**src/sv/dpp_pkg.sv**
```systemverilog
// Shared types and constants for the derivation path parser.
// Used by dpp_step, dpp_out_reg and derivation_path_parser_core; no dependencies.
package dpp_pkg;

    // ASCII codes the parser looks for.
    localparam logic [7:0] CH_NUL        = 8'h00;
    localparam logic [7:0] CH_M          = 8'h6d;
    localparam logic [7:0] CH_SLASH      = 8'h2f;
    localparam logic [7:0] CH_APOSTROPHE = 8'h27;
    localparam logic [7:0] CH_ZERO       = 8'h30;
    localparam logic [7:0] CH_NINE       = 8'h39;

    localparam logic [31:0] HARDENED_BIT = 32'h8000_0000;

    localparam int unsigned DEPTH_W = 4;
    localparam int unsigned INDEX_W = 32;
    localparam int unsigned TDATA_W = 40;

    localparam logic [DEPTH_W-1:0] DEPTH_LIMIT_RESET = 4'd10;

    // Parser phases.
    typedef enum logic [2:0] {
        PH_EXPECT_M     = 3'd0,
        PH_EXPECT_SLASH = 3'd1,
        PH_COMP_START   = 3'd2,
        PH_DIGITS       = 3'd3,
        PH_AFTER_HARD   = 3'd4
    } phase_t;

    // Parser state carried from one character to the next.
    typedef struct packed {
        phase_t               phase;
        logic [INDEX_W-1:0]   acc;
        logic [DEPTH_W-1:0]   count;
        logic                 rejected;
    } parse_state_t;

    // One result item, plus the flag that says whether the character made one.
    typedef struct packed {
        logic                 emit;
        logic                 index_valid;
        logic [INDEX_W-1:0]   child_index;
        logic [DEPTH_W-1:0]   index_depth;
        logic                 path_done;
        logic                 accepted;
    } parse_result_t;

    localparam parse_state_t STATE_RESET = '{
        phase:    PH_EXPECT_M,
        acc:      '0,
        count:    '0,
        rejected: 1'b0
    };

endpackage

```
**src/sv/derivation_path_parser_core.sv**
```systemverilog
// Derivation path parser, top level: takes one path character per transaction and
// returns each finished index and, at the zero byte, a verdict. Every character is
// handled by the combinational parser step feeding the result register, so a new
// transaction is taken each cycle while the consumer keeps up; the only stall comes
// from a full result register that is not being drained. A result appears in the cycle
// after the character that causes it. Depends on dpp_pkg, dpp_step and dpp_out_reg.
module derivation_path_parser_core
(
    input  logic                          clk,
    input  logic                          rst_n,
    input  logic                          cfg_wr_en,
    input  logic [dpp_pkg::DEPTH_W-1:0]   cfg_wr_data,    // depth_limit
    input  logic                          s_axis_tvalid,
    output logic                          s_axis_tready,
    input  logic [7:0]                    s_axis_tdata,   // character
    output logic                          m_axis_tvalid,
    input  logic                          m_axis_tready,
    output logic [dpp_pkg::TDATA_W-1:0]   m_axis_tdata,   // index_valid, child_index[31:0],
                                                          // index_depth[3:0], accepted, 2'b0
    output logic                          m_axis_tlast    // path_done
);
    import dpp_pkg::*;

    logic [DEPTH_W-1:0]  depth_limit_reg;
    parse_state_t        state_reg;
    parse_state_t        state_next;
    parse_result_t       step_res;
    logic                in_xfer;

    assign in_xfer = s_axis_tvalid && s_axis_tready;

    // Configuration register.
    always_ff @(posedge clk or negedge rst_n)
    begin
        if (!rst_n)
            depth_limit_reg <= DEPTH_LIMIT_RESET;
        else if (cfg_wr_en)
            depth_limit_reg <= cfg_wr_data;
    end

    // Parser step for the character on the input.
    dpp_step u_step
    (
        .character   (s_axis_tdata),
        .depth_limit (depth_limit_reg),
        .cur         (state_reg),
        .nxt         (state_next),
        .res         (step_res)
    );

    // Parser state advances on each accepted transaction.
    always_ff @(posedge clk or negedge rst_n)
    begin
        if (!rst_n)
            state_reg <= STATE_RESET;
        else if (in_xfer)
            state_reg <= state_next;
    end

    dpp_out_reg u_out
    (
        .clk           (clk),
        .rst_n         (rst_n),
        .load          (in_xfer),
        .load_res      (step_res),
        .load_ready    (s_axis_tready),
        .m_axis_tvalid (m_axis_tvalid),
        .m_axis_tready (m_axis_tready),
        .m_axis_tdata  (m_axis_tdata),
        .m_axis_tlast  (m_axis_tlast)
    );

`ifndef NO_ASSERTIONS
    // A terminator rearms the parser.
    a_rearm: assert property (@(posedge clk) disable iff (!rst_n)
        (in_xfer && (s_axis_tdata == CH_NUL)) |=>
            (state_reg.phase == PH_EXPECT_M) && (state_reg.count == '0) && !state_reg.rejected)
        else $error("parser not rearmed after terminator");

    // A terminator always yields a verdict in the next cycle.
    a_verdict: assert property (@(posedge clk) disable iff (!rst_n)
        (in_xfer && (s_axis_tdata == CH_NUL)) |=> (m_axis_tvalid && m_axis_tlast))
        else $error("terminator did not produce a verdict");

    // The accepted flag only comes with a verdict.
    a_accept_done: assert property (@(posedge clk) disable iff (!rst_n)
        (m_axis_tvalid && m_axis_tdata[37]) |-> m_axis_tlast)
        else $error("accepted set without path_done");

    // A carried index always has a nonzero depth.
    a_index_depth: assert property (@(posedge clk) disable iff (!rst_n)
        (m_axis_tvalid && m_axis_tdata[0]) |-> (m_axis_tdata[36:33] != '0))
        else $error("index emitted with zero depth");
`endif

endmodule

```
**src/sv/dpp_step.sv**
```systemverilog
// Combinational parser step: next state and result for one character.
// Depends on dpp_pkg.
module dpp_step
(
    input  logic [7:0]                    character,
    input  logic [dpp_pkg::DEPTH_W-1:0]   depth_limit,
    input  dpp_pkg::parse_state_t         cur,
    output dpp_pkg::parse_state_t         nxt,
    output dpp_pkg::parse_result_t        res
);
    import dpp_pkg::*;

    logic                  is_digit;
    logic [INDEX_W-1:0]    digit_val;
    logic [INDEX_W-1:0]    acc_times_ten;
    logic [DEPTH_W-1:0]    count_inc;

    assign is_digit      = (character >= CH_ZERO) && (character <= CH_NINE);
    assign digit_val     = {{(INDEX_W-4){1'b0}}, character[3:0]};
    assign acc_times_ten = {cur.acc[INDEX_W-4:0], 3'b000} + {cur.acc[INDEX_W-2:0], 1'b0};
    assign count_inc     = cur.count + 1'b1;

    // Next state.
    always_comb
    begin
        nxt = cur;
        if (character == CH_NUL)
        begin
            nxt = STATE_RESET;
        end
        else if (!cur.rejected)
        begin
            unique case (cur.phase)
                PH_EXPECT_M:
                begin
                    if (character == CH_M)
                        nxt.phase = PH_EXPECT_SLASH;
                    else
                        nxt.rejected = 1'b1;
                end
                PH_EXPECT_SLASH:
                begin
                    if (character == CH_SLASH)
                        nxt.phase = PH_COMP_START;
                    else
                        nxt.rejected = 1'b1;
                end
                PH_COMP_START:
                begin
                    if ((cur.count >= depth_limit) || !is_digit)
                    begin
                        nxt.rejected = 1'b1;
                    end
                    else
                    begin
                        nxt.acc   = digit_val;
                        nxt.phase = PH_DIGITS;
                    end
                end
                PH_DIGITS:
                begin
                    if (is_digit)
                    begin
                        nxt.acc = acc_times_ten + digit_val;
                    end
                    else if (character == CH_APOSTROPHE)
                    begin
                        nxt.acc   = cur.acc | HARDENED_BIT;
                        nxt.phase = PH_AFTER_HARD;
                    end
                    else if (character == CH_SLASH)
                    begin
                        nxt.count = count_inc;
                        nxt.acc   = '0;
                        nxt.phase = PH_COMP_START;
                    end
                    else
                    begin
                        nxt.rejected = 1'b1;
                    end
                end
                PH_AFTER_HARD:
                begin
                    if (character == CH_SLASH)
                    begin
                        nxt.count = count_inc;
                        nxt.acc   = '0;
                        nxt.phase = PH_COMP_START;
                    end
                    else
                    begin
                        nxt.rejected = 1'b1;
                    end
                end
                default:
                begin
                    nxt.rejected = 1'b1;
                end
            endcase
        end
    end

    // Result for this character, if any. An unused phase code counts as a reject.
    always_comb
    begin
        res = '0;
        if (character == CH_NUL)
        begin
            res.emit        = 1'b1;
            res.path_done   = 1'b1;
            res.index_depth = cur.count;
            if (cur.rejected || (cur.phase == PH_EXPECT_M) || (cur.phase == PH_EXPECT_SLASH)
                || (cur.phase > PH_AFTER_HARD))
            begin
                res.accepted = 1'b0;
            end
            else if ((cur.phase == PH_DIGITS) || (cur.phase == PH_AFTER_HARD))
            begin
                res.index_valid = 1'b1;
                res.child_index = cur.acc;
                res.index_depth = count_inc;
                res.accepted    = 1'b1;
            end
            else
            begin
                res.accepted = 1'b1;
            end
        end
        else if (!cur.rejected && (character == CH_SLASH)
                 && ((cur.phase == PH_DIGITS) || (cur.phase == PH_AFTER_HARD)))
        begin
            res.emit        = 1'b1;
            res.index_valid = 1'b1;
            res.child_index = cur.acc;
            res.index_depth = count_inc;
        end
    end

endmodule

```
**src/sv/dpp_out_reg.sv**
```systemverilog
// Result register with stream handshake toward the consumer.
// Depends on dpp_pkg.
module dpp_out_reg
(
    input  logic                          clk,
    input  logic                          rst_n,
    input  logic                          load,
    input  dpp_pkg::parse_result_t        load_res,
    output logic                          load_ready,
    output logic                          m_axis_tvalid,
    input  logic                          m_axis_tready,
    output logic [dpp_pkg::TDATA_W-1:0]   m_axis_tdata,   // index_valid, child_index[31:0],
                                                          // index_depth[3:0], accepted, 2'b0
    output logic                          m_axis_tlast    // path_done
);
    import dpp_pkg::*;

    logic           valid_reg;
    logic           valid_next;
    parse_result_t  res_reg;

    // A new result may enter when the register is empty or is drained this cycle.
    assign load_ready = !valid_reg || m_axis_tready;

    always_comb
    begin
        valid_next = valid_reg;
        if (load)
            valid_next = load_res.emit;
        else if (m_axis_tready)
            valid_next = 1'b0;
    end

    always_ff @(posedge clk or negedge rst_n)
    begin
        if (!rst_n)
            valid_reg <= 1'b0;
        else
            valid_reg <= valid_next;
    end

    // Payload needs no reset.
    always_ff @(posedge clk)
    begin
        if (load && load_res.emit)
            res_reg <= load_res;
    end

    assign m_axis_tvalid = valid_reg;
    assign m_axis_tlast  = res_reg.path_done;
    assign m_axis_tdata  = {2'b00, res_reg.accepted, res_reg.index_depth,
                            res_reg.child_index, res_reg.index_valid};

endmodule

```
**config.mk**
```make
export PLATFORM = sky130hd
export DESIGN_NAME = derivation_path_parser_core
export DESIGN_NICKNAME = d
export VERILOG_FILES = /design/src/sv/dpp_pkg.sv /design/src/sv/derivation_path_parser_core.sv /design/src/sv/dpp_step.sv /design/src/sv/dpp_out_reg.sv
export SDC_FILE = /design/constraint.sdc
export NUM_CORES = 1
export LEC_CHECK = 0
export BUFFER_PORTS_ARGS = -buffer_cell sky130_fd_sc_hd__clkbuf_2
export CORE_ASPECT_RATIO = 0.5
export CORE_MARGIN = 1
export CORE_UTILIZATION = 60
export DETAILED_ROUTE_END_ITERATION = 8
export GPL_ROUTABILITY_DRIVEN = 1
export GPL_TIMING_DRIVEN = 0
export PLACE_DENSITY = 0.93
export RECOVER_POWER = 50
export SETUP_SLACK_MARGIN = 0.4
export SYNTH_ARGS = -nofsm -noshare
export SYNTH_HDL_FRONTEND = slang
export SYNTH_SLANG_ARGS = --single-unit
```
**constraint.sdc**
```tcl
create_clock -name clk -period 3.6 [get_ports clk]
set_input_delay 0 -clock clk [delete_from_list [all_inputs] [get_ports clk]]
set_output_delay 0 -clock clk [all_outputs]
set_load 0.01 [all_outputs]
```
# After elaboration in Yosys (flattened, before gate mapping)
# Cells that the tools add are included.
dict set report totals {
  regBits 84
  input_bits 17
  output_inout_bits 43
  elab_cells 84
}
dict set report classes {
  addsub 3
  order_cmp 4
  n_eq_ne 14
  mux 26
  n_reduce_logical 25
}
# op count
set op_table {}
lappend op_table {{$pmux W32 S3} 1}
lappend op_table {{$mux W40} 2}
lappend op_table {{$mux W38} 2}
lappend op_table {{$mux W37} 2}
lappend op_table {{$mux W35} 2}
lappend op_table {{$mux W39} 1}
lappend op_table {{$add A32 B32 Y32} 1}
lappend op_table {{$add A32 B4 Y32} 1}
lappend op_table {{$mux W32} 1}
lappend op_table {{$eq A8 B6 Y1 const B} 2}
lappend op_table {{$pmux W3 S5} 1}
lappend op_table {{$mux W5} 2}
lappend op_table {{$reduce_and A5 Y1} 2}
lappend op_table {{$mux W3} 3}
lappend op_table {{$ne A3 B3 Y1 const B} 3}
lappend op_table {{$eq A8 B7 Y1 const B} 1}
lappend op_table {{$ge A8 B6 Y1 const B} 1}
lappend op_table {{$le A8 B6 Y1 const B} 1}
lappend op_table {{$logic_not A8 Y1} 1}
lappend op_table {{$pmux W4 S2} 1}
lappend op_table {{$reduce_and A7 Y1} 1}
lappend op_table {{$eq A3 B2 Y1 const B} 2}
lappend op_table {{$logic_or A1 B1 Y1} 6}
lappend op_table {{$mux W1} 6}
lappend op_table {{19 further kinds} 26}

# Logic depth before layout (Yosys ltp)
dict set report depth {
  word_depth 8
  depth_mapped 13
  ltp_nobuf 13
}

# Modules after synthesis
# A second synthesis with hierarchy kept.
dict set report hier_totals {
  hier_cells 621
  area_unflattened_um2 6397.4
}
# module n_inst cells_each area_each_um2
set by_module_without_submodules {}
lappend by_module_without_submodules {dpp_step 1 481 3352.0}
lappend by_module_without_submodules {derivation_path_parser_core 1 94 1800.5}
lappend by_module_without_submodules {dpp_out_reg 1 46 1244.9}

# Worst setup path before layout
# OpenSTA, ideal clock, no wires.
dict set report synth_timing {
  path_type {register -> register}
  startpoint {register state_reg[39] (netlist name)}
  endpoint {register u_out.res_reg (netlist bit u_out.m_axis_tdata[0]) (enable)}
  setup_ps 435
  arrival_time_ps 2830
  path_slack_ps 334
  stages_incl_launch_ff 7
  path_buffers 0
  synth_period_minus_slack_ps 3266
  cell_sequence {dfrtp_1 -> nand2b_1 -> nor2_1 -> a21oi_1 -> nor3_1 -> nor2_1 -> nor2_1}
}
dict set report synth_between {
  elab_chain_cells 6
  word_cells_on_any_way 7
  cone_classes {eq/ne (2); mux (2); reduce/logical (3)}
}
# element line_no
set synth_rtl {}
lappend synth_rtl {{start: declaration} derivation_path_parser_core.sv:25} ;# parse_state_t state_reg;
lappend synth_rtl {{start signal: assignment} derivation_path_parser_core.sv:57} ;# state_reg <= state_next;
lappend synth_rtl {{$eq A3 B2 Y1 or $eq A3 B3 Y1 (tied branches)} dpp_step.sv:130} ;# && ((cur.phase == PH_DIGITS) || (cur.phase == PH_AFTER_HARD)))
lappend synth_rtl {{$logic_or A1 B1 Y1 *} dpp_step.sv:130}
lappend synth_rtl {{$logic_and A1 B1 Y1 *} dpp_step.sv:130}
lappend synth_rtl {{$mux W38 *} dpp_step.sv:129} ;# else if (!cur.rejected && (character == CH_SLASH)
lappend synth_rtl {{$mux W38 *} dpp_step.sv:107} ;# if (character == CH_NUL)
lappend synth_rtl {{$logic_and A1 B1 Y1 *} dpp_out_reg.sv:45} ;# if (load && load_res.emit)
lappend synth_rtl {{end signal: assignment} dpp_out_reg.sv:46} ;# res_reg <= load_res;
lappend synth_rtl {{end: declaration} dpp_out_reg.sv:20} ;# parse_result_t res_reg;
# Mark *: on every way between the ends. The rest lies on a longest branch, timed or not.
# A chain may end at the register's enable or synchronous reset.

# Worst setup path in the final report
dict set report layout_timing {
  startpoint {register state_reg[7] (netlist name)}
  endpoint {register state_reg[29] (netlist name)}
}
dict set report layout_between {
  elab_chain_cells 6
}
# element line_no
set layout_rtl {}
lappend layout_rtl {{$add A32 B32 Y32} dpp_step.sv:20} ;# assign acc_times_ten = {cur.acc[INDEX_W-4:0], 3'b000} + {cur.acc[INDEX_W-2:0], 1'b0};
lappend layout_rtl {{$add A32 B4 Y32} dpp_step.sv:64} ;# nxt.acc = acc_times_ten + digit_val;
lappend layout_rtl {{$mux W32} dpp_step.sv:62} ;# if (is_digit)
lappend layout_rtl {{$pmux W32 S3} dpp_step.sv:33} ;# unique case (cur.phase)
lappend layout_rtl {{$mux W40} dpp_step.sv:31} ;# else if (!cur.rejected)
lappend layout_rtl {{$mux W40} dpp_step.sv:27} ;# if (character == CH_NUL)
# Every way passes these cells. The select of a mux whose other input is x is not followed.

==> impl_metrics.json <==
{
  "vias_per_cell": 6.47,
  "start_util_pct": 62.2,
  "rows": 24,
  "cp-start-kind": "flop",
  "dieArea_sq_um": 9470,
  "yosys-top-cells-area": "edfxtp_1 (22%), dfrtp_1 (20%), ha_1 (14%)",
  "net-switching-power_mw": 0.437,
  "crit_arrival_ns": 3.58,
  "finClkSkew_ns": 0.00649,
  "hold_viol": 0,
  "ys.flop_type": "dfrtp_1",
  "fmax_mhz": 299,
  "drc": 0,
  "synth_edf_count": 39,
  "critPathTopFamily": "compound AO/OA/AOI/OAI gates",
  "ys_types": 58,
  "nets": 693,
  "grt.overflow.total": 0,
  "grt_pass1_wl_um": 21900,
  "grt_use_total_pct": 30.0,
  "status": "finished with violations",
  "num_antenna_cells": 0,
  "synth_area_leader_cell": "edfxtp_1",
  "cts_buffer_depth": 2,
  "worstPathMaxFanout": 3,
  "place_inst": 691,
  "dr_total_vias": 4746,
  "fin_cells": 733,
  "cts_sinks": 84,
  "maxSlewViolCount": 46,
  "crit_path_end_kind": "flop",
  "p_clk_share_pct": 47.5,
  "async_flop_share_pct": 53.6,
  "portBuffers": 57,
  "period_needed_ns": 3.35,
  "path_cells": "inv_2 > fa_1 > inv_2 > fa_2 > a211oi_2 > o211ai_2 > a41oi_2 > o21ai_2 > a21o_1 > a211oi_2 > o21ai_1 > xor2_1 > a22o_1",
  "root_buffer": "clkbuf_16",
  "cp.required_ns": 3.83,
  "core_area_sq_um": 8740,
  "ys_top_cells_by_count": "ha_1 (63), dfrtp_1 (43), edfxtp_1 (39)",
  "syn_avg_cell_area_sq_um": 10.6,
  "wl_per_cell_um": 19.7,
  "hold-path-cell-count": 3,
  "cts_tree": "built",
  "io_pins": 60,
  "grt_pass1_vias": 4513,
  "crit_start": "state_reg[7]$_DFFE_PN0P_",
  "cp_num_buf_inv": 2,
  "num-fill-cells": 560,
  "yosys_warnings": 0,
  "setup_viol_count_final": 0,
  "cts_buffers": 9,
  "place.gp.congestion": 0.898,
  "syn_inst": 515,
  "firstDrtPassIters": 8,
  "violations": "max-capacitance violations, max-slew violations",
  "synth_most_common_cell": "ha_1",
  "vdd_ir_drop_max_uv": 264,
  "netlist_area_sq_um": 5440,
  "h-tree-depth": 3,
  "largest_reg_flops": 40,
  "ys_ff_latch": 84,
  "clk_pin_slew_worst_paths_ns": 0.06,
  "drive_gt1_share_pct": 12.2,
  "slew_headroom_pct": -74.5,
  "switching_share_pct": 20.7,
  "ff2ff_path_depth": 13,
  "slowest_delay_ns": 0.52,
  "p_int_mw": 1.67,
  "r2r-start": "state_reg[7]$_DFFE_PN0P_",
  "post-synth-top-area-fraction_pct": 21.5,
  "pwr-share-comb_pct": 4.6,
  "fin_crit_sh_pct": 92.9,
  "critical_path_class": "flop to flop",
  "area_growth_pct": 18.6,
  "regArea_sq_um": 2300,
  "hp-class": "input pin to flop",
  "antenna_found_initial": 0,
  "fp.dieH_um": 69.3,
  "drtIter0Drc": 580,
  "seqPwrFrac_pct": 47.9,
  "wirelength_um": 14500,
  "leakagePower_nw": 3.03,
  "die_x_um": 137,
  "rsz0062_at_grt": "yes",
  "crit_cells": 13,
  "p_per_area_nw_per_um2": 327,
  "yosysSeqAreaShare_pct": 42.3,
  "max_slew.worst_pin.slew_ns": 2.62,
  "insertion_delay_ns": 0.35,
  "ant_nets": 0,
  "crit_slowest_cell": "fa_1",
  "multi_input_area_sq_um": 3040,
  "hpwl_um": 8960,
  "finalSetupTns_ns": 0,
  "grt_max_degree": 46,
  "hp-start": "m_axis_tready",
  "maxCapViolations": 1
}
[final timing paths]
check / endpoint / slack [ns]
worst max-delay path: state_reg[29]$_DFFE_PN0P_ / 0.25
worst min-delay path: u_out.m_axis_tvalid$_DFFE_PN0P_ / 0.007
worst max register to register: state_reg[29]$_DFFE_PN0P_ / 0.25
worst min register to register: state_reg[36]$_DFFE_PN0P_ / 0.53
max in group asynchronous: u_out.m_axis_tvalid$_DFFE_PN0P_ / 1.08
min in group asynchronous: state_reg[13]$_DFFE_PN0P_ / 1.01
[per-stage QoR]
| stage | total power, mW | worst slack (ns) | area (sq um) | hold WS (ns) | util [%] |
|---|---|---|---|---|---|
| global route | 2.16 | 0.0950 | 6450 | 0.0524 | 73.8 |
| detailed placement | 1.11 | 0.149 | 5910 | 0.217 | 67.6 |
| CTS | 2.11 | 0.391 | 6430 | 0.00893 | 73.6 |
| global placement | 1.10 | 0.196 | 5880 | 0.212 | 67.3 |
| floorplan | 1.07 | 0.461 | 5450 | -0.296 | - |
| finish | 2.11 | 0.255 | 6450 | 0.00674 | 73.8 |
[per-layer routing]
layer	up-vias	GRT usage (%)	wire, um
met2	292	50.0	6970
met5	-	0	0
met3	62	7.24	1280
li1	2109	-	-
met1	2283	37.9	5690
met4	0	11.2	508
[layout by cell type, fill, tap and decap left out, types with 14 or more instances in the layout]
master	instances
inv_1	17
edfxtp_1	39
clkbuf_1	54
clkbuf_2	14
a21o_1	16
buf_4	15
a22o_1	35
and2_1	34
nand2_1	27
nor2_1	34
dfrtp_1	43
xnor2_1	20
o21ai_0	18
ha_1	60
a21oi_1	33
[power groups by stage]
stage	combinational [mW]	sequential (mW)	clock (mW)
4_1_cts	0.0937	1.01	1.01
6_report	0.0964	1.01	1.00
3_5_place_dp	0.0786	1.03	0
2_1_floorplan	0.0436	1.03	0
3_3_place_gp	0.0745	1.03	0
5_1_grt	0.107	1.01	1.04
[area by class of cell]
cell class / instances / share of cell area [%]
inverters: 19 / 1.11
flip-flops and latches: 84 / 35.6
clock buffers: 12 / 3.82
plain buffers: 16 / 1.42
clock inverters: 4 / 1.12
multi-input cells: 397 / 47.1
repair buffers: 84 / 7.54
well taps: 117 / 2.27
[kinds of logic after synthesis]
| family | after synthesis | synth area share, % |
|---|---|---|
| DFF | 84 | 42.3 |
| other | 1 | 0.0689 |
| and+or+nand+nor | 138 | 13.1 |
| AOI/OAI and AO/OA | 155 | 20.2 |
| xor gates and xnor gates | 33 | 5.31 |
| adders and majority gates | 65 | 15.2 |
| buffers and inverters | 35 | 3.01 |
| muxes | 4 | 0.782 |
[timing repair]
item / 4_1_cts / 5_1_grt
pin swaps: 6 / 17
buffers inserted: 8 / 5
endpoints found under the hold margin: 48 / 0
setup endpoints to repair: 8 / 10
gates resized for setup: 6 / 12
hold buffers: 13 / 0
[worst min-delay path, cell delays in order]
cell and delay [ns]:
clkbuf_2 0.07, nand2b_1 0.13, o21ai_0 0.10
Note: power is estimated with default switching activity, not from simulation.
